<file path="src/hdl/pcc_pkg.sv">
`default_nettype none
// ----------------------------------------------------------------------------
// pcc_pkg
// Shared types, constants and helpers of the palette color cycler.
// ----------------------------------------------------------------------------
package pcc_pkg;

	localparam int unsigned MAX_CYCLES_DEF      = 6;
	localparam int unsigned PALETTE_ENTRIES_DEF = 256;

	localparam int unsigned COLOR_W    = 32;
	localparam int unsigned IDX_W      = 8;
	localparam int unsigned MASK_W     = 6;
	localparam int unsigned DELAY_W    = 16;
	localparam int unsigned CYC_W      = 3;
	localparam int unsigned MODE_W     = 2;
	localparam int unsigned REG_IDX_W  = 3;
	localparam int unsigned REG_DATA_W = 33;

	localparam logic [REG_IDX_W-1:0] REG_CYCLES_IN_USE = 3'd0;
	localparam logic [REG_IDX_W-1:0] REG_CYCLE_0       = 3'd1;

	typedef enum logic [MODE_W-1:0] {
		MODE_TICK    = 2'd0,
		MODE_WRITE   = 2'd1,
		MODE_READ    = 2'd2,
		MODE_RESTORE = 2'd3
	} mode_t;

	typedef enum logic [2:0] {
		ST_IDLE,
		ST_RD_WAIT,
		ST_RS_RD,
		ST_RS_WR,
		ST_TK_CHECK,
		ST_ROT_LOAD,
		ST_ROT_WALK
	} state_t;

	// same bit packing as the cycle range registers
	typedef struct packed {
		logic               fwd;
		logic [DELAY_W-1:0] delay;
		logic [IDX_W-1:0]   last;
		logic [IDX_W-1:0]   first;
	} cycle_cfg_t;

	typedef struct packed {
		logic [CYC_W-1:0]   active;
		cycle_cfg_t         rng;
		logic [DELAY_W-1:0] count;
	} range_view_t;

	typedef struct packed {
		logic               en;
		logic [DELAY_W-1:0] value;
	} ctr_upd_t;

	typedef logic [2**IDX_W-1:0][IDX_W-1:0] wrap_tbl_t;

	// index modulo n for every 8-bit index, built by counting
	function automatic wrap_tbl_t make_wrap_tbl(int unsigned n);
		wrap_tbl_t        t;
		logic [IDX_W-1:0] r;
		r = '0;
		for (int i = 0; i < 2**IDX_W; i++) begin
			t[i] = r;
			if (int'(r) == int'(n) - 1) begin
				r = '0;
			end else begin
				r = r + 1'b1;
			end
		end
		return t;
	endfunction

endpackage
`default_nettype wire

</file>
<file path="src/hdl/pcc_engine.sv">
`default_nettype none
// ----------------------------------------------------------------------------
// pcc_engine
// Command sequencer: entry write and read, restore sweep, and the tick walk
// that rotates palette ranges by read-modify-write through the memory.
// ----------------------------------------------------------------------------
module pcc_engine #(
	parameter int unsigned PALETTE_ENTRIES = pcc_pkg::PALETTE_ENTRIES_DEF
) (
	input  wire logic                                 clk,
	input  wire logic                                 arst_n,
	input  wire logic                                 start,
	output logic                                      busy,
	input  wire logic [pcc_pkg::MODE_W-1:0]           mode,
	input  wire logic [pcc_pkg::IDX_W-1:0]            entry_index,
	input  wire logic [pcc_pkg::COLOR_W-1:0]          entry_color,
	output logic                                      done,
	output logic [pcc_pkg::COLOR_W-1:0]               read_color,
	output logic [pcc_pkg::MASK_W-1:0]                rotated_mask,
	output logic [pcc_pkg::CYC_W-1:0]                 sel,
	input  wire pcc_pkg::range_view_t                 view,
	output pcc_pkg::ctr_upd_t                         upd,
	output logic                                      cur_we,
	output logic [$clog2(PALETTE_ENTRIES)-1:0]        cur_waddr,
	output logic [pcc_pkg::COLOR_W-1:0]               cur_wdata,
	output logic [$clog2(PALETTE_ENTRIES)-1:0]        cur_raddr,
	input  wire logic [pcc_pkg::COLOR_W-1:0]          cur_rdata,
	output logic                                      base_we,
	output logic [$clog2(PALETTE_ENTRIES)-1:0]        base_waddr,
	output logic [$clog2(PALETTE_ENTRIES)-1:0]        base_raddr,
	input  wire logic [pcc_pkg::COLOR_W-1:0]          base_rdata
);

	import pcc_pkg::*;

	localparam int unsigned IW      = $clog2(PALETTE_ENTRIES);
	localparam wrap_tbl_t   WrapTbl = make_wrap_tbl(PALETTE_ENTRIES);
	localparam logic [IW:0] LenOne  = {{IW{1'b0}}, 1'b1};
	localparam logic [IW-1:0] LastEntry = IW'(PALETTE_ENTRIES - 1);

	state_t             state_q, state_d;
	logic [IW-1:0]      addr_q;
	logic [IW:0]        cnt_q;
	logic               fwd_q;
	logic [COLOR_W-1:0] carry_q;
	logic [CYC_W-1:0]   cyc_q;
	logic [MASK_W-1:0]  mask_q;
	logic               done_q;
	logic [COLOR_W-1:0] read_color_q;
	logic [MASK_W-1:0]  rotated_mask_q;

	logic               accept;
	logic               finish;
	mode_t              mode_in;
	logic [IW-1:0]      in_idx;
	logic [IW-1:0]      rng_first, rng_last;
	logic [IW-1:0]      walk_start, walk_first_rd, walk_next;
	logic [IW:0]        walk_len;
	logic               tk_end, tk_rot, walk_last, rs_last;

	assign mode_in       = mode_t'(mode);
	assign accept        = start && (state_q == ST_IDLE);
	assign finish        = (state_q != ST_IDLE) && (state_d == ST_IDLE);
	assign in_idx        = WrapTbl[entry_index][IW-1:0];
	assign rng_first     = WrapTbl[view.rng.first][IW-1:0];
	assign rng_last      = WrapTbl[view.rng.last][IW-1:0];
	assign walk_start    = view.rng.fwd ? rng_first : rng_last;
	assign walk_first_rd = view.rng.fwd ? rng_last : rng_first;
	assign walk_len      = (rng_first <= rng_last)
		? ({1'b0, rng_last} - {1'b0, rng_first} + LenOne) : LenOne;
	assign walk_next     = fwd_q ? addr_q + 1'b1 : addr_q - 1'b1;
	assign walk_last     = (cnt_q == LenOne);
	assign rs_last       = (addr_q == LastEntry);
	assign tk_end        = (cyc_q >= view.active);
	assign tk_rot        = (view.count <= DELAY_W'(1));
	assign sel           = cyc_q;

	// next state
	always_comb begin
		state_d = state_q;
		unique case (state_q)
			ST_IDLE: begin
				if (start) begin
					unique case (mode_in)
						MODE_TICK:    state_d = ST_TK_CHECK;
						MODE_WRITE:   state_d = ST_IDLE;
						MODE_READ:    state_d = ST_RD_WAIT;
						MODE_RESTORE: state_d = ST_RS_RD;
					endcase
				end
			end
			ST_RD_WAIT:  state_d = ST_IDLE;
			ST_RS_RD:    state_d = ST_RS_WR;
			ST_RS_WR:    state_d = rs_last ? ST_IDLE : ST_RS_RD;
			ST_TK_CHECK: begin
				if (tk_end) begin
					state_d = ST_IDLE;
				end else if (tk_rot) begin
					state_d = ST_ROT_LOAD;
				end
			end
			ST_ROT_LOAD: state_d = ST_ROT_WALK;
			ST_ROT_WALK: state_d = walk_last ? ST_TK_CHECK : ST_ROT_WALK;
			default:     state_d = ST_IDLE;
		endcase
	end

	// memory and counter controls
	always_comb begin
		cur_we     = 1'b0;
		cur_waddr  = addr_q;
		cur_wdata  = carry_q;
		cur_raddr  = addr_q;
		base_we    = 1'b0;
		base_waddr = in_idx;
		base_raddr = addr_q;
		upd        = '0;
		unique case (state_q)
			ST_IDLE: begin
				if (start && mode_in == MODE_WRITE) begin
					cur_we    = 1'b1;
					base_we   = 1'b1;
					cur_waddr = in_idx;
					cur_wdata = entry_color;
				end else if (start && mode_in == MODE_READ) begin
					cur_raddr = in_idx;
				end
			end
			ST_RS_WR: begin
				cur_we    = 1'b1;
				cur_wdata = base_rdata;
			end
			ST_TK_CHECK: begin
				if (!tk_end) begin
					upd.en    = 1'b1;
					upd.value = tk_rot ? view.rng.delay : view.count - 1'b1;
					if (tk_rot) begin
						cur_raddr = walk_first_rd;
					end
				end
			end
			ST_ROT_WALK: begin
				cur_we    = 1'b1;
				cur_raddr = walk_next;
			end
			default: begin
			end
		endcase
	end

	always_ff @(posedge clk or negedge arst_n) begin
		if (!arst_n) begin
			state_q <= ST_IDLE;
			done_q  <= 1'b0;
		end else begin
			state_q <= state_d;
			done_q  <= (accept && mode_in == MODE_WRITE) || finish;
		end
	end

	always_ff @(posedge clk) begin
		if (accept) begin
			addr_q <= '0;
			cyc_q  <= '0;
			mask_q <= '0;
		end
		if (accept || finish) begin
			read_color_q   <= (state_q == ST_RD_WAIT) ? cur_rdata : '0;
			rotated_mask_q <= (state_q == ST_TK_CHECK) ? mask_q : '0;
		end
		case (state_q)
			ST_RS_WR: addr_q <= addr_q + 1'b1;
			ST_TK_CHECK: begin
				if (!tk_end) begin
					if (tk_rot) begin
						addr_q        <= walk_start;
						cnt_q         <= walk_len;
						fwd_q         <= view.rng.fwd;
						mask_q[cyc_q] <= 1'b1;
					end else begin
						cyc_q <= cyc_q + 1'b1;
					end
				end
			end
			ST_ROT_LOAD: carry_q <= cur_rdata;
			ST_ROT_WALK: begin
				carry_q <= cur_rdata;
				if (walk_last) begin
					cyc_q <= cyc_q + 1'b1;
				end else begin
					cnt_q  <= cnt_q - 1'b1;
					addr_q <= walk_next;
				end
			end
			default: begin
			end
		endcase
	end

	assign busy         = (state_q != ST_IDLE);
	assign done         = done_q;
	assign read_color   = read_color_q;
	assign rotated_mask = rotated_mask_q;

	a_done_on_finish: assert property (@(posedge clk) disable iff (!arst_n)
		$fell(busy) |-> done)
		else $error("command finished without a result strobe");

	a_walk_len: assert property (@(posedge clk) disable iff (!arst_n)
		state_q == ST_ROT_WALK |-> cnt_q != '0)
		else $error("rotation walk with empty length");

	a_walk_no_clash: assert property (@(posedge clk) disable iff (!arst_n)
		(state_q == ST_ROT_WALK && !walk_last) |-> cur_raddr != cur_waddr)
		else $error("rotation reads the entry it writes");

	a_cyc_range: assert property (@(posedge clk) disable iff (!arst_n)
		(state_q == ST_ROT_LOAD || state_q == ST_ROT_WALK) |-> cyc_q < view.active)
		else $error("rotating an inactive range");

endmodule
`default_nettype wire

</file>
<file path="config.mk">
export PLATFORM = sky130hd
export DESIGN_NAME = pcc_engine
export DESIGN_NICKNAME = d
export VERILOG_FILES = /design/src/hdl/pcc_pkg.sv /design/src/hdl/pcc_engine.sv
export SDC_FILE = /design/constraint.sdc
export NUM_CORES = 1
export LEC_CHECK = 0
export ABC_AREA = 1
export BUFFER_PORTS_ARGS = -buffer_cell sky130_fd_sc_hd__buf_2
export CAP_MARGIN = 20
export CORE_MARGIN = 5
export CORE_UTILIZATION = 54
export CTS_CLUSTER_DIAMETER = 100
export CTS_CLUSTER_SIZE = 14
export DETAILED_ROUTE_END_ITERATION = 12
export GPL_ROUTABILITY_DRIVEN = 0
export GPL_TIMING_DRIVEN = 0
export PLACE_DENSITY_LB_ADDON = 0.3
export SLEW_MARGIN = 20
export SYNTH_ARGS = -nofsm -noshare
export SYNTH_HDL_FRONTEND = slang
export SYNTH_SLANG_ARGS = --single-unit
export TNS_END_PERCENT = 5
</file>
<file path="constraint.sdc">
create_clock -name clk -period 5.4 [get_ports clk]
set_input_delay 0 -clock clk [delete_from_list [all_inputs] [get_ports clk]]
set_output_delay 0 -clock clk [all_outputs]
set_load 0.03 [all_outputs]
</file>
Yosys cells after proc, flatten, opt, wreduce, memory -nomap -nowiden
Memories as Yosys holds them, arrays and structs flattened. Cells that the tools add are included.

Register bits after elaboration: 101. Logic and storage cells: 110. Memories kept: 3. Output and inout bits: 126. ROM bits: 6144.

Bitwise operators: 2. Reductions and logical operators: 17. Eq/ne operators: 14. Multiplexer cells: 49. Add/subtract/negate cells: 7. Order comparisons: 8.

Memory list: (no name shown) (words 256, bits a word 8, read ports 1, clocked after memory_dff 0, write ports 0, line pcc_engine.sv:66) `assign rng_last = WrapTbl[view.rng.last][IW-1:0];`; (no name shown) (words 256, bits a word 8, read ports 1, clocked after memory_dff 0, write ports 0, line pcc_engine.sv:65) `assign rng_first = WrapTbl[view.rng.first][IW-1:0];`; (no name shown) (words 256, bits a word 8, read ports 1, clocked after memory_dff 0, write ports 0, line pcc_engine.sv:64) `assign in_idx = WrapTbl[entry_index][IW-1:0];`.

Operators with widths (number): 8-bit 2-to-1 mux (16); 32-bit one-hot mux with 2 select lines (1); 8-bit one-hot mux with 3 select lines (2); 9-bit 2-to-1 mux (4); 17-bit 2-to-1 mux (2); 32-bit 2-to-1 mux (1); 8-bit by 9-bit < comparator with 1-bit output, second input constant (3); 6-bit 2-to-1 mux (4); 3-bit 2-to-1 mux (7); 3-bit one-hot mux with 6 select lines (1); 9-bit one-hot mux with 2 select lines (1); 16-bit by 1-bit <= comparator with 1-bit output, second input constant (1); 16-bit 2-to-1 mux (1); 16-bit by 1-bit subtractor with 16-bit output, second input constant (1); 3-bit one-hot mux with 4 select lines (1); 9-bit by 1-bit adder with 9-bit output, second input constant (1); 3-bit equality test, second input constant (3); 9-bit by 1-bit equality test with 1-bit output, second input constant (1); 8-bit by 8-bit subtractor with 9-bit output (1); 9-bit by 1-bit subtractor with 9-bit output, second input constant (1); 8-bit by 1-bit adder with 8-bit output, second input constant (1); 8-bit equality test, second input constant (1); 8-bit <= comparator (1); 8-bit by 1-bit subtractor with 8-bit output, second input constant (1); other kinds (25) (40).

Depth between registers and ports, before layout
Gate-level depths: netlist of the first run.

Depth in word-level cells: 8. Mapped depth: 12. Mapped depth without buffers: 12.

Worst setup path after synthesis of the first run
OpenSTA, ideal clock, no wires.

Path kind: reg2reg. Start: register state_q[2]. End: register read_color_q[0] (netlist: read_color[0]) (enable). Clock period less this slack: 3.074 ns. Stages on the path, launching flop included: 10. Library setup time: 0.396 ns. Buffers on the path: 0. Setup slack: 2.326 ns. Arrival: 2.678 ns. Path through: dfrtp_1 -> inv_2 -> nor2_2 -> inv_2 -> nor2_4 -> inv_2 -> nand2_1 -> nor3_1 -> nand2_1 -> nand2_1.

Cells in the longest elaborated chain, start to end: 6. Elaborated cells on any way between the ends: 15. Classes of those cells: eq/ne (5); mux (4); reduce/logical (6).

Ends and longest elaborated chain: start, declared (line pcc_engine.sv:41) `state_t state_q, state_d;`; start signal, assigned (line pcc_engine.sv:156) `state_q <= state_d;`; 3-bit 2-to-1 mux (line pcc_engine.sv:98) `end else if (tk_rot) begin`; 3-bit 2-to-1 mux (line pcc_engine.sv:96) `if (tk_end) begin`; 3-bit one-hot mux with 6 select lines (line pcc_engine.sv:81) `unique case (state_q)`; 3-bit logical NOT (line pcc_engine.sv:63) `assign finish = (state_q != ST_IDLE) && (state_d == ST_IDLE);`; 1-bit logical AND (line pcc_engine.sv:63); 1-bit logical OR (*) (line pcc_engine.sv:167) `if (accept || finish) begin`; end signal, assigned (line pcc_engine.sv:168) `read_color_q <= (state_q == ST_RD_WAIT) ? cur_rdata : '0;`; end, declared (line pcc_engine.sv:49) `logic [COLOR_W-1:0] read_color_q;`.

Mark *: on every way between the ends. The rest lies on a longest branch, timed or not. A chain may end at the register's enable or synchronous reset.

Worst setup path after layout of the first run
Start: register state_q[2]. End: register read_color_q[11] (netlist: read_color[11]) (enable).

The elaborated chain is that of the path after synthesis.

==> results of run 1 <==
## metrics by stage
step                cells  utilization  power (µW)
finish               1488       0.7221        5109
global route         1488       0.7221        5407
CTS                  1487       0.7219        5091
detailed placement   1436       0.6744        4455
global placement     1435       0.6725        4394
floorplan             973            -        3457
## cell usage after synthesis (6+ instances only)
cell | instances | share of area
o21ai_0 | 103 | 0.071
ha_1 | 33 | 0.057
nand3_1 | 95 | 0.066
dfxtp_1 | 17 | 0.047
xor2_1 | 10 | 0.012
a21oi_1 | 23 | 0.016
a22o_1 | 6 | 0.0073
edfxtp_1 | 80 | 0.33
xnor2_1 | 13 | 0.016
nor3_1 | 10 | 0.0069
nand2_1 | 196 | 0.10
nand4_1 | 13 | 0.011
inv_1 | 111 | 0.058
inv_2 | 8 | 0.0042
clkbuf_1 | 25 | 0.013
buf_2 | 9 | 0.0062
o211ai_1 | 35 | 0.036
buf_4 | 9 | 0.0094
nor2_1 | 138 | 0.072
## critical path, stage by stage (launching register included)
cell	delay, ns
dfrtp_1	0.43
inv_2	0.10
nor2_2	0.05
inv_2	0.13
nor2_4	0.08
inv_2	0.14
nand2_2	0.50
nor3_1	0.40
nand2_1	0.13
nand2_2	0.30
buf_12	0.24
## what timing repair did
item	CTS	global route
endpoints found under the hold margin	66	0
endpoints found under the setup margin	0	0
gates resized for setup	0	0
hold buffers	35	0
## power by group through the flow
stage / Combinational (µW) / Clock (µW) / Sequential (µW)
after floorplan: 1770 / 0 / 1690
after global placement: 3040 / 0 / 1350
after detailed placement: 3120 / 0 / 1340
after CTS: 3150 / 616 / 1320
after global routing: 3400 / 653 / 1350
final: 3170 / 611 / 1330
## registers in the layout (all words and copies together), names as in the netlist
name and cells:
state_q 3, base_raddr 8, sel 3, fwd_q 1, carry_q 32, read_color 32, done 1, mask_q 6
rotated_mask 6, cnt_q 9
## metal layers
metal / vias up / routed length, µm / global-route usage
met4: 0 / 848 / 0.1059
met2: 415 / 11690 / 0.4880
met5: - / 0 / 0.01858
met1: 3693 / 9578 / 0.3847
li1: 3915 / - / -
met3: 69 / 2362 / 0.07240
## logic make-up (layout without fill, tap and decap cells)
kind of cell | count (synthesis) | after routing | share of synthesized area
buffers and inverters | 169 | 507 | 0.09653
multiplexers | 1 | 1 | 0.001560
other | 0 | 1 | 0
AO/OA/AOI/OAI | 180 | 180 | 0.1438
XOR/XNOR | 23 | 23 | 0.02790
AND/OR/NAND/NOR | 465 | 465 | 0.2764
flip-flops | 101 | 101 | 0.3938
adder cells (fa/ha/maj) | 34 | 34 | 0.05997
## final cells by class
class | count | area [µm²] | area share
diodes | 1 | 2.502 | 0.0002627
multi-input cells | 703 | 3685 | 0.3869
well taps | 176 | 220.2 | 0.02312
plain buffers | 49 | 244.0 | 0.02562
repair buffers | 322 | 1802 | 0.1892
flip-flops and latches | 101 | 2843 | 0.2985
inverters | 120 | 452.9 | 0.04756
clock inverters | 6 | 46.29 | 0.004861
clock buffers | 10 | 229.0 | 0.02404
## worst max-delay path by stage
stage / from / endpoint / slack [ns] / depth (start not counted)
detailed placement: state_q[2] / read_color[7] / 2.61 / 10
global placement: state_q[2] / read_color[15] / 1.37 / 9
finish: state_q[2] / read_color[11] / 2.57 / 10
floorplan: state_q[2] / read_color[0] / 2.33 / 9
global route: state_q[2] / read_color[11] / 2.36 / 10
CTS: state_q[2] / read_color[11] / 2.56 / 10
==> metrics.md, run 1 <==
| Metric | Value |
|---|---|
| Worst Hold Class | `in -> reg` |
| Drt first pass iters | `6` |
| Port bufs | `286` |
| Clock Sink Count | `101` |
| Die X | `125.6 µm` |
| Vias in the first global route | `7653` |
| Layout Skew | `0.005333 ns` |
| Async set-reset flop share out of synthesis | `0.03960` |
| R2r endpoint | `read_color[11]` |
| Most common cell after layout, fill and taps aside | `buf_2` |
| Setup_tns | `0 ns` |
| First-pass GRT wire length | `38240 µm` |
| Core area | `13190 µm²` |
| Pwr Density | `536.4 nW/µm²` |
| Congestion Overflow GR | `0` |
| CTS Buf Count | `9` |
| Slew Limit Headroom | `0.4377` |
| Final instance area | `9524 µm²` |
| Total Routed Length | `24480 µm` |
| Die area | `15780 µm²` |
| Wire per inst | `16.45 µm` |
| Initial antenna violation count | `1` |
| Post-route ant nets | `0` |
| Final hold violation count | `0` |
| # fillers | `1118` |
| Actual slew at the worst max-slew pin | `0.8404 ns` |
| Most frequent cells in the layout | `buf_2 (295), nand2_1 (194), nor2_1 (138)` |
| Main flop type after synthesis | `edfxtp_1` |
| Cell row count | `42` |
| Period utilisation layout | `0.5246` |
| Fin nets | `1501` |
| Placed wire-length estimate | `19130 µm` |
| Peak Freq | `353.0 MHz` |
| CP required | `5.44 ns` |
| DRC | `0` |
| RSZ-0062 raised after global routing | `no` |
| Switching part of the total power | `0.5360` |
| Hold path startpoint | `view[25]` |
| EDFF count, synth | `80` |
| Largest net degree at the start of global routing | `34` |
| Worst R2R Setup Slack | `2.57 ns` |
| Syn Inst Count | `973` |
| Worst Setup End Kind | `register` |
| CTS tree | `built` |
| Switching power | `2738 µW` |
| CP Launch Type | `register` |
| Static Leak | `0.004646 µW` |
| Vias per cell | `5.438` |
| Worst skew pair latency | `0.34 ns` |
| Fin crit period | `2.833 ns` |
| Critical path type | `reg -> reg` |
| Min-Delay Endpoint | `base_raddr[1]` |
| Drt initial violations | `637` |
| Seq/Total Area, Yosys | `0.3938` |
| Worst Path Arrival | `2.88 ns` |
| Finish-stage setup viols | `0` |
| Clk slew on worst S/H paths | `0.07 ns` |
| H-tree depth | `3` |
| Clock power frac | `0.120` |
| Top Ports | `287` |
| Synth cell types | `39` |
| Final slew viol count | `0` |
| Post-DP Area | `8896 µm²` |
| Synth Net Count | `1168` |
| Status | `finished, final reports clean` |
| Clock root buffer | `clkbuf_16` |
| Setup Fix Bufs, Post-CTS | `0` |
| P&R area growth vs syn | `31.92%` |
| FF-to-FF Start | `state_q[2]` |
| Final hold slack | `0.04830 ns` |
| Ratio of cells with drive above 1 in the final layout | `0.2624` |
| Max Buffers Root-to-Sink | `2` |
| Detailed-route via count | `8092` |
| Initial Utilization | `0.5473` |
| Flop pwr share | `0.259` |
| Worst R2R Path Depth | `10` |
| VDD IR-drop max | `0.5044 mV` |
| Hold path depth | `4` |
| Int Power | `2371 µW` |
| Worst-path maximum fanout | `33` |
| Die Span Y | `125.6 µm` |
| Cell Area, Synth | `7219 µm²` |
| GR Util All Layers | `0.2978` |
| Final WS setup | `2.567 ns` |
| Part of the power in combinational logic | `0.621` |
| Mean Syn Cell Area | `7.420 µm²` |
| Synthesized flop and latch total | `101` |
| Synth warn | `0` |
| # Max-Cap Violations | `0` |
| Post-Place Worst Slack | `2.612 ns` |
Note: power is estimated with default switching activity, not from simulation.
==> inputs of run 2 (changes only) <==
ABC_AREA = 0   (was 1)
CORE_UTILIZATION = 44   (was 54)
clock period = 2.45 ns   (was 5.4 ns; I/O delays follow)
==> run 2 against run 1 <==
The run now ends with negative setup slack left. Non-clock buffer count grew 25. Clock power increased by 130%. Largest power group unchanged. Critical endpoint is now cur_raddr[7]. Register-to-register slack got worse by 2.6 ns. Via count down 14%. First-iteration DRC count down 26%.
==> metrics.md, run 2 <==
| Metric | Value |
|---|---|
| Actual slew at the worst max-slew pin | `0.7483 ns` |
| Mean Syn Cell Area | `9.526 µm²` |
| H-tree depth | `3` |
| Static Leak | `0.004540 µW` |
| Vias in the first global route | `6811` |
| RSZ-0062 raised after global routing | `yes` |
| Port bufs | `286` |
| GR Util All Layers | `0.2507` |
| Synth Net Count | `896` |
| Die X | `133.2 µm` |
| Layout Skew | `0.009003 ns` |
| Synth top area share | `0.3598` |
| Synth warn | `0` |
| CTS Buf Count | `9` |
| Yosys top cell by area | `edfxtp_1` |
| DRC | `0` |
| Failing checks | `negative setup slack` |
| Status | `finished, violations left` |
| Synthesized flop and latch total | `101` |
| VDD IR-drop max | `0.8301 mV` |
| Most common cell after layout, fill and taps aside | `buf_2` |
| CTS tree | `built` |
| EDFF count, synth | `80` |
| Peak Freq | `393.5 MHz` |
| Worst skew pair latency | `0.35 ns` |
| Cell Area, Synth | `6678 µm²` |
| Ratio of cells with drive above 1 in the final layout | `0.3844` |
| Worst Path Arrival | `2.54 ns` |
| Period utilisation layout | `1.037` |
| Top cells by instance count after synthesis | `nand2_1 (111), edfxtp_1 (80), and2_1 (39)` |
| Die area | `17740 µm²` |
| First-pass GRT wire length | `35470 µm` |
| Fin nets | `1254` |
| Largest net degree at the start of global routing | `33` |
| CP required | `2.45 ns` |
| Top Ports | `287` |
| Total Routed Length | `23720 µm` |
| Worst Hold Class | `in -> reg` |
| Main flop type after synthesis | `edfxtp_1` |
| Synth cell types | `76` |
| Wire per inst | `18.95 µm` |
| Die Span Y | `133.2 µm` |
| Final slew viol count | `0` |
| Initial Utilization | `0.4442` |
| P&R area growth vs syn | `48.02%` |
| Vias per cell | `5.558` |
| Drt first pass iters | `5` |
| Layout Utilization | `0.6575` |
| Count leader, synth | `nand2_1` |
| Area occupied by multi-input gates | `3601 µm²` |
| Worst Setup End Kind | `output pin` |
| Area contributors post-synth | `edfxtp_1 (36%), nand2_1 (6.2%), ha_1 (6.2%)` |
| Final Power | `11170 µW` |
| Syn Inst Count | `701` |
| Clock root buffer | `clkbuf_16` |
| # fillers | `1252` |
| Finish-stage setup viols | `66` |
| Placed wire-length estimate | `16640 µm` |
| Seq/Total Area, Yosys | `0.4257` |
| Post-DP Area | `8369 µm²` |
| Final hold violation count | `0` |
| Most frequent cells in the layout | `buf_2 (233), nand2_1 (106), edfxtp_1 (80)` |
| Critical path type | `reg -> out` |
| Pwr Density | `1130 nW/µm²` |
| Core area | `15030 µm²` |
| Clock Sink Count | `101` |
| Final WS setup | `-0.09141 ns` |
| Fin crit period | `2.541 ns` |
| Drt initial violations | `474` |
| Worst-path maximum fanout | `3` |
| Clk slew on worst S/H paths | `0.07 ns` |
| Detailed-route via count | `6958` |
| Initial antenna violation count | `0` |
| Max Buffers Root-to-Sink | `2` |
| Diodes inserted | `0` |
| Async set-reset flop share out of synthesis | `0.03960` |
| Cell row count | `45` |
| # Max-Cap Violations | `0` |
| Flip-flop and latch area | `2851 µm²` |
| Post-route ant nets | `0` |
| Slew Limit Headroom | `0.5011` |
| CP Launch Type | `register` |
| Congestion Overflow GR | `0` |
| Final instance area | `9884 µm²` |
## run 2: cell count changes in the layout (fill, tap and decap cells not counted), moves of 30 or more
cell     change
buf_6       +46
nand3_1     -81
inv_1       -77
nand2_1     -88
and2_1      +39
buf_2       -62
o21ai_0     -82
nor2_1     -102
a22oi_1     +30
## run 2: worst paths after layout
kind / cells after the start / slack [ns] / endpoint / startpoint
max: 7 / -0.09 / cur_raddr[7] / base_raddr[1]
min: 3 / 0.03 / base_raddr[0] / view[24]
min reg2reg: 1 / 0.47 / mask_q[0] / mask_q[0]
max reg2reg: 8 / -0.05 / read_color[7] / cnt_q[1]
min in group asynchronous: 3 / 0.58 / state_q[0] / arst_n
max in group asynchronous: 3 / 1.70 / done / arst_n
## run 2: cell type report
| cell class | count | share of cell area |
|---|---|---|
| sequential | 101 | 0.2885 |
| tap | 188 | 0.02380 |
| timing repair buffer | 346 | 0.2389 |
| multi-input combinational | 515 | 0.3643 |
| inverter | 36 | 0.01367 |
| clock buffer | 9 | 0.02278 |
| buffer | 50 | 0.04228 |
| clock inverter | 7 | 0.005823 |
## run 2: logic make-up (layout without fill, tap and decap cells)
family | count (synthesis) | in the layout | synth area share
AND/OR/NAND/NOR | 263 | 264 | 0.1947
buffers and inverters | 86 | 448 | 0.06389
AO/OA/AOI/OAI | 163 | 163 | 0.1752
flip-flops | 101 | 101 | 0.4257
adder cells (fa/ha/maj) | 34 | 34 | 0.06483
XOR/XNOR | 33 | 33 | 0.04328
multiplexers | 21 | 21 | 0.03241
## run 2: report_power, final
part           switching, µW  internal, µW
registers                268          2660
clock network            677           704
logic                   4390          2470
total                   5340          5830
## run 2: through the flow
step                setup slack [ns]  cells  setup TNS (ns)  hold WS [ns]
floorplan                    0.05724    701               0       -0.2956
global placement             -0.3877   1175          -26.80       -0.1924
detailed placement           -0.4533   1175          -29.21       -0.1876
CTS                         -0.08291   1243          -2.247       0.01412
global route                 -0.1781   1252          -10.39       0.02554
finish                      -0.09141   1252          -2.004       0.02684
## run 2: critical path: stages, from the launching register on
cell and delay (ns):
dfxtp_2 0.33, buf_6 0.11, or4_4 0.54, or4b_4 0.53, nand3_2 0.09, a31oi_1 0.07, or3_1 0.38, buf_6 0.15
## run 2: repair_timing
action                                  in CTS  in global routing
cloned                                       2                  5
setup buffers                               12                  4
hold endpoints to repair                    71                  0
pin swaps                                   11                  9
resized for setup                          110                 77
endpoints found under the setup margin     117                117
hold buffers                                38                  0
## run 2: layer usage
layer	vias to the layer above	wire, µm	GRT usage
met5	-	0	0
li1	3277	-	-
met1	3345	9610	0.3139
met3	54	1555	0.05853
met2	282	11880	0.4224
met4	0	680	0.09486
==> inputs of run 3 (changes only) <==
RECOVER_POWER = 100   (was default)
==> run 3 against run 2 <==
The flow still finishes with violations (negative setup slack). Die area did not move. Clock skew about the same. First-iteration DRC count shrank 4.6%. Critical endpoint unchanged.
==> metrics.md, run 3 (synthesis gave the netlist of run 2 again) <==
| Metric | Value |
|---|---|
| Layout Utilization | `0.6509` |
| Detailed-route via count | `6941` |
| Most frequent cells in the layout | `buf_2 (153), nand2_1 (106), clkbuf_1 (96)` |
| Clock power frac | `0.125` |
| Int Power | `5719 µW` |
| Cell row count | `45` |
| Worst R2R Path Depth | `9` |
| Diodes inserted | `0` |
| Hold path depth | `3` |
| Pwr Density | `1132 nW/µm²` |
| Flop pwr share | `0.265` |
| Peak Freq | `393.2 MHz` |
| Switching part of the total power | `0.4838` |
| Clock root buffer | `clkbuf_16` |
| RSZ-0062 raised after global routing | `yes` |
| Vias in the first global route | `6811` |
| Die Span Y | `133.2 µm` |
| Post-route ant nets | `0` |
| Worst Hold Class | `in -> reg` |
| Total Routed Length | `23770 µm` |
| Port bufs | `286` |
| Hold path startpoint | `view[24]` |
| GR Util All Layers | `0.2507` |
| Clk slew on worst S/H paths | `0.07 ns` |
| CTS Buf Count | `9` |
| Failing checks | `negative setup slack` |
| Worst skew pair latency | `0.35 ns` |
| Initial antenna violation count | `0` |
| CP required | `2.45 ns` |
| Part of the power in combinational logic | `0.610` |
| Final WS setup | `-0.09352 ns` |
| Switching power | `5359 µW` |
| Fin nets | `1254` |
| Vias per cell | `5.544` |
| Drt initial violations | `452` |
| Core area | `15030 µm²` |
| VDD IR-drop max | `0.8030 mV` |
| DRC | `0` |
| Post-DP Area | `8369 µm²` |
| Drt first pass iters | `5` |
| Layout Skew | `0.009005 ns` |
| Die X | `133.2 µm` |
| Max Buffers Root-to-Sink | `2` |
| Final slew viol count | `0` |
| Die area | `17740 µm²` |
| Top Ports | `287` |
| P&R area growth vs syn | `46.52%` |
| Worst Path Arrival | `2.54 ns` |
| Final instance area | `9784 µm²` |
| Worst-path maximum fanout | `3` |
| Final hold violation count | `0` |
| Critical path type | `reg -> out` |
| Post-Place Worst Slack | `-0.4533 ns` |
| Congestion Overflow GR | `0` |
| Finish-stage setup viols | `70` |
| Largest net degree at the start of global routing | `33` |
| Setup_tns | `-2.033 ns` |
| H-tree depth | `3` |
| Min-Delay Endpoint | `base_raddr[0]` |
| CTS tree | `built` |
| Clock Sink Count | `101` |
| Slew Limit Headroom | `0.5106` |
| Ratio of cells with drive above 1 in the final layout | `0.3092` |
| CP Launch Type | `register` |
| Status | `finished, violations left` |
| Initial Utilization | `0.4442` |
| Placed wire-length estimate | `16640 µm` |
| Final hold slack | `0.02692 ns` |
| Worst Setup End Kind | `output pin` |
| Actual slew at the worst max-slew pin | `0.7341 ns` |
| Worst R2R Setup Slack | `-0.05 ns` |
| R2r endpoint | `read_color[4]` |
| First-pass GRT wire length | `35470 µm` |
| Fin crit period | `2.544 ns` |
| FF-to-FF Start | `sel[0]` |
| Static Leak | `0.004289 µW` |
| Most common cell after layout, fill and taps aside | `buf_2` |
| # Max-Cap Violations | `0` |
| Wire per inst | `18.99 µm` |
| Period utilisation layout | `1.038` |
[run 3: cell count changes in the layout (fill, tap and decap cells not counted), sizes merged]
cell / previous run / this run
buf: 325 / 245
clkbuf: 42 / 122
[run 3: worst max path at each step]
stage,startpoint,cells past startpoint,to
finish,base_raddr[1],7,cur_raddr[7]
global route,state_q[0],10,cur_wdata[12]
CTS,base_raddr[1],7,cur_raddr[7]
detailed placement,cnt_q[1],8,read_color[6]
global placement,cnt_q[1],8,read_color[9]
floorplan,sel[0],7,read_color[0]
[run 3: timing repair]
item / 4_1_cts / 5_1_grt
hold buffers: 38 / 0
gates resized for setup: 110 / 77
pin swaps: 11 / 9
setup buffers: 12 / 4
setup endpoints to repair: 117 / 117
endpoints found under the hold margin: 71 / 0
gates cloned: 2 / 5
[run 3: worst max-delay path, cell delays in order, from the launching register on]
cell and delay, ns:
dfxtp_2 0.33, buf_6 0.11, or4_4 0.54, or4b_4 0.53
nand3_2 0.09, a31oi_1 0.07, or3_1 0.38, buf_6 0.15
[run 3: routing by layer]
layer,up-vias,track usage,share of wire
li1,3281,-,-
met1,3334,0.3139,0.40
met2,275,0.4224,0.50
met3,51,0.05853,0.067
met4,0,0.09486,0.028
met5,-,0,0
[run 3: area by class of cell]
| cell class | count | area, µm² |
|---|---|---|
| Clock buffer | 9 | 225.2 |
| Tap cell | 188 | 235.2 |
| Buffer | 50 | 417.9 |
| Sequential cell | 101 | 2851 |
| Fill cell | 1310 | 5249 |
| Multi-Input combinational cell | 515 | 3601 |
| Timing Repair Buffer | 346 | 2261 |
| Clock inverter | 7 | 57.56 |
| Inverter | 36 | 135.1 |
[run 3: power groups by stage]
stage               Sequential, µW  Combinational (µW)  Clock [µW]
floorplan                     3710                3210           0
global placement              2930                5720           0
CTS                           2920                6490        1410
global route                  3000                7150        1480
finish                        2940                6750        1380
detailed placement            2950                5750           0
[run 3: metrics by stage]
stage | total power (µW) | cells
final | 11080 | 1252
after global routing | 11630 | 1252
after CTS | 10820 | 1243
after detailed placement | 8699 | 1175
after global placement | 8656 | 1175
after floorplan | 6928 | 701
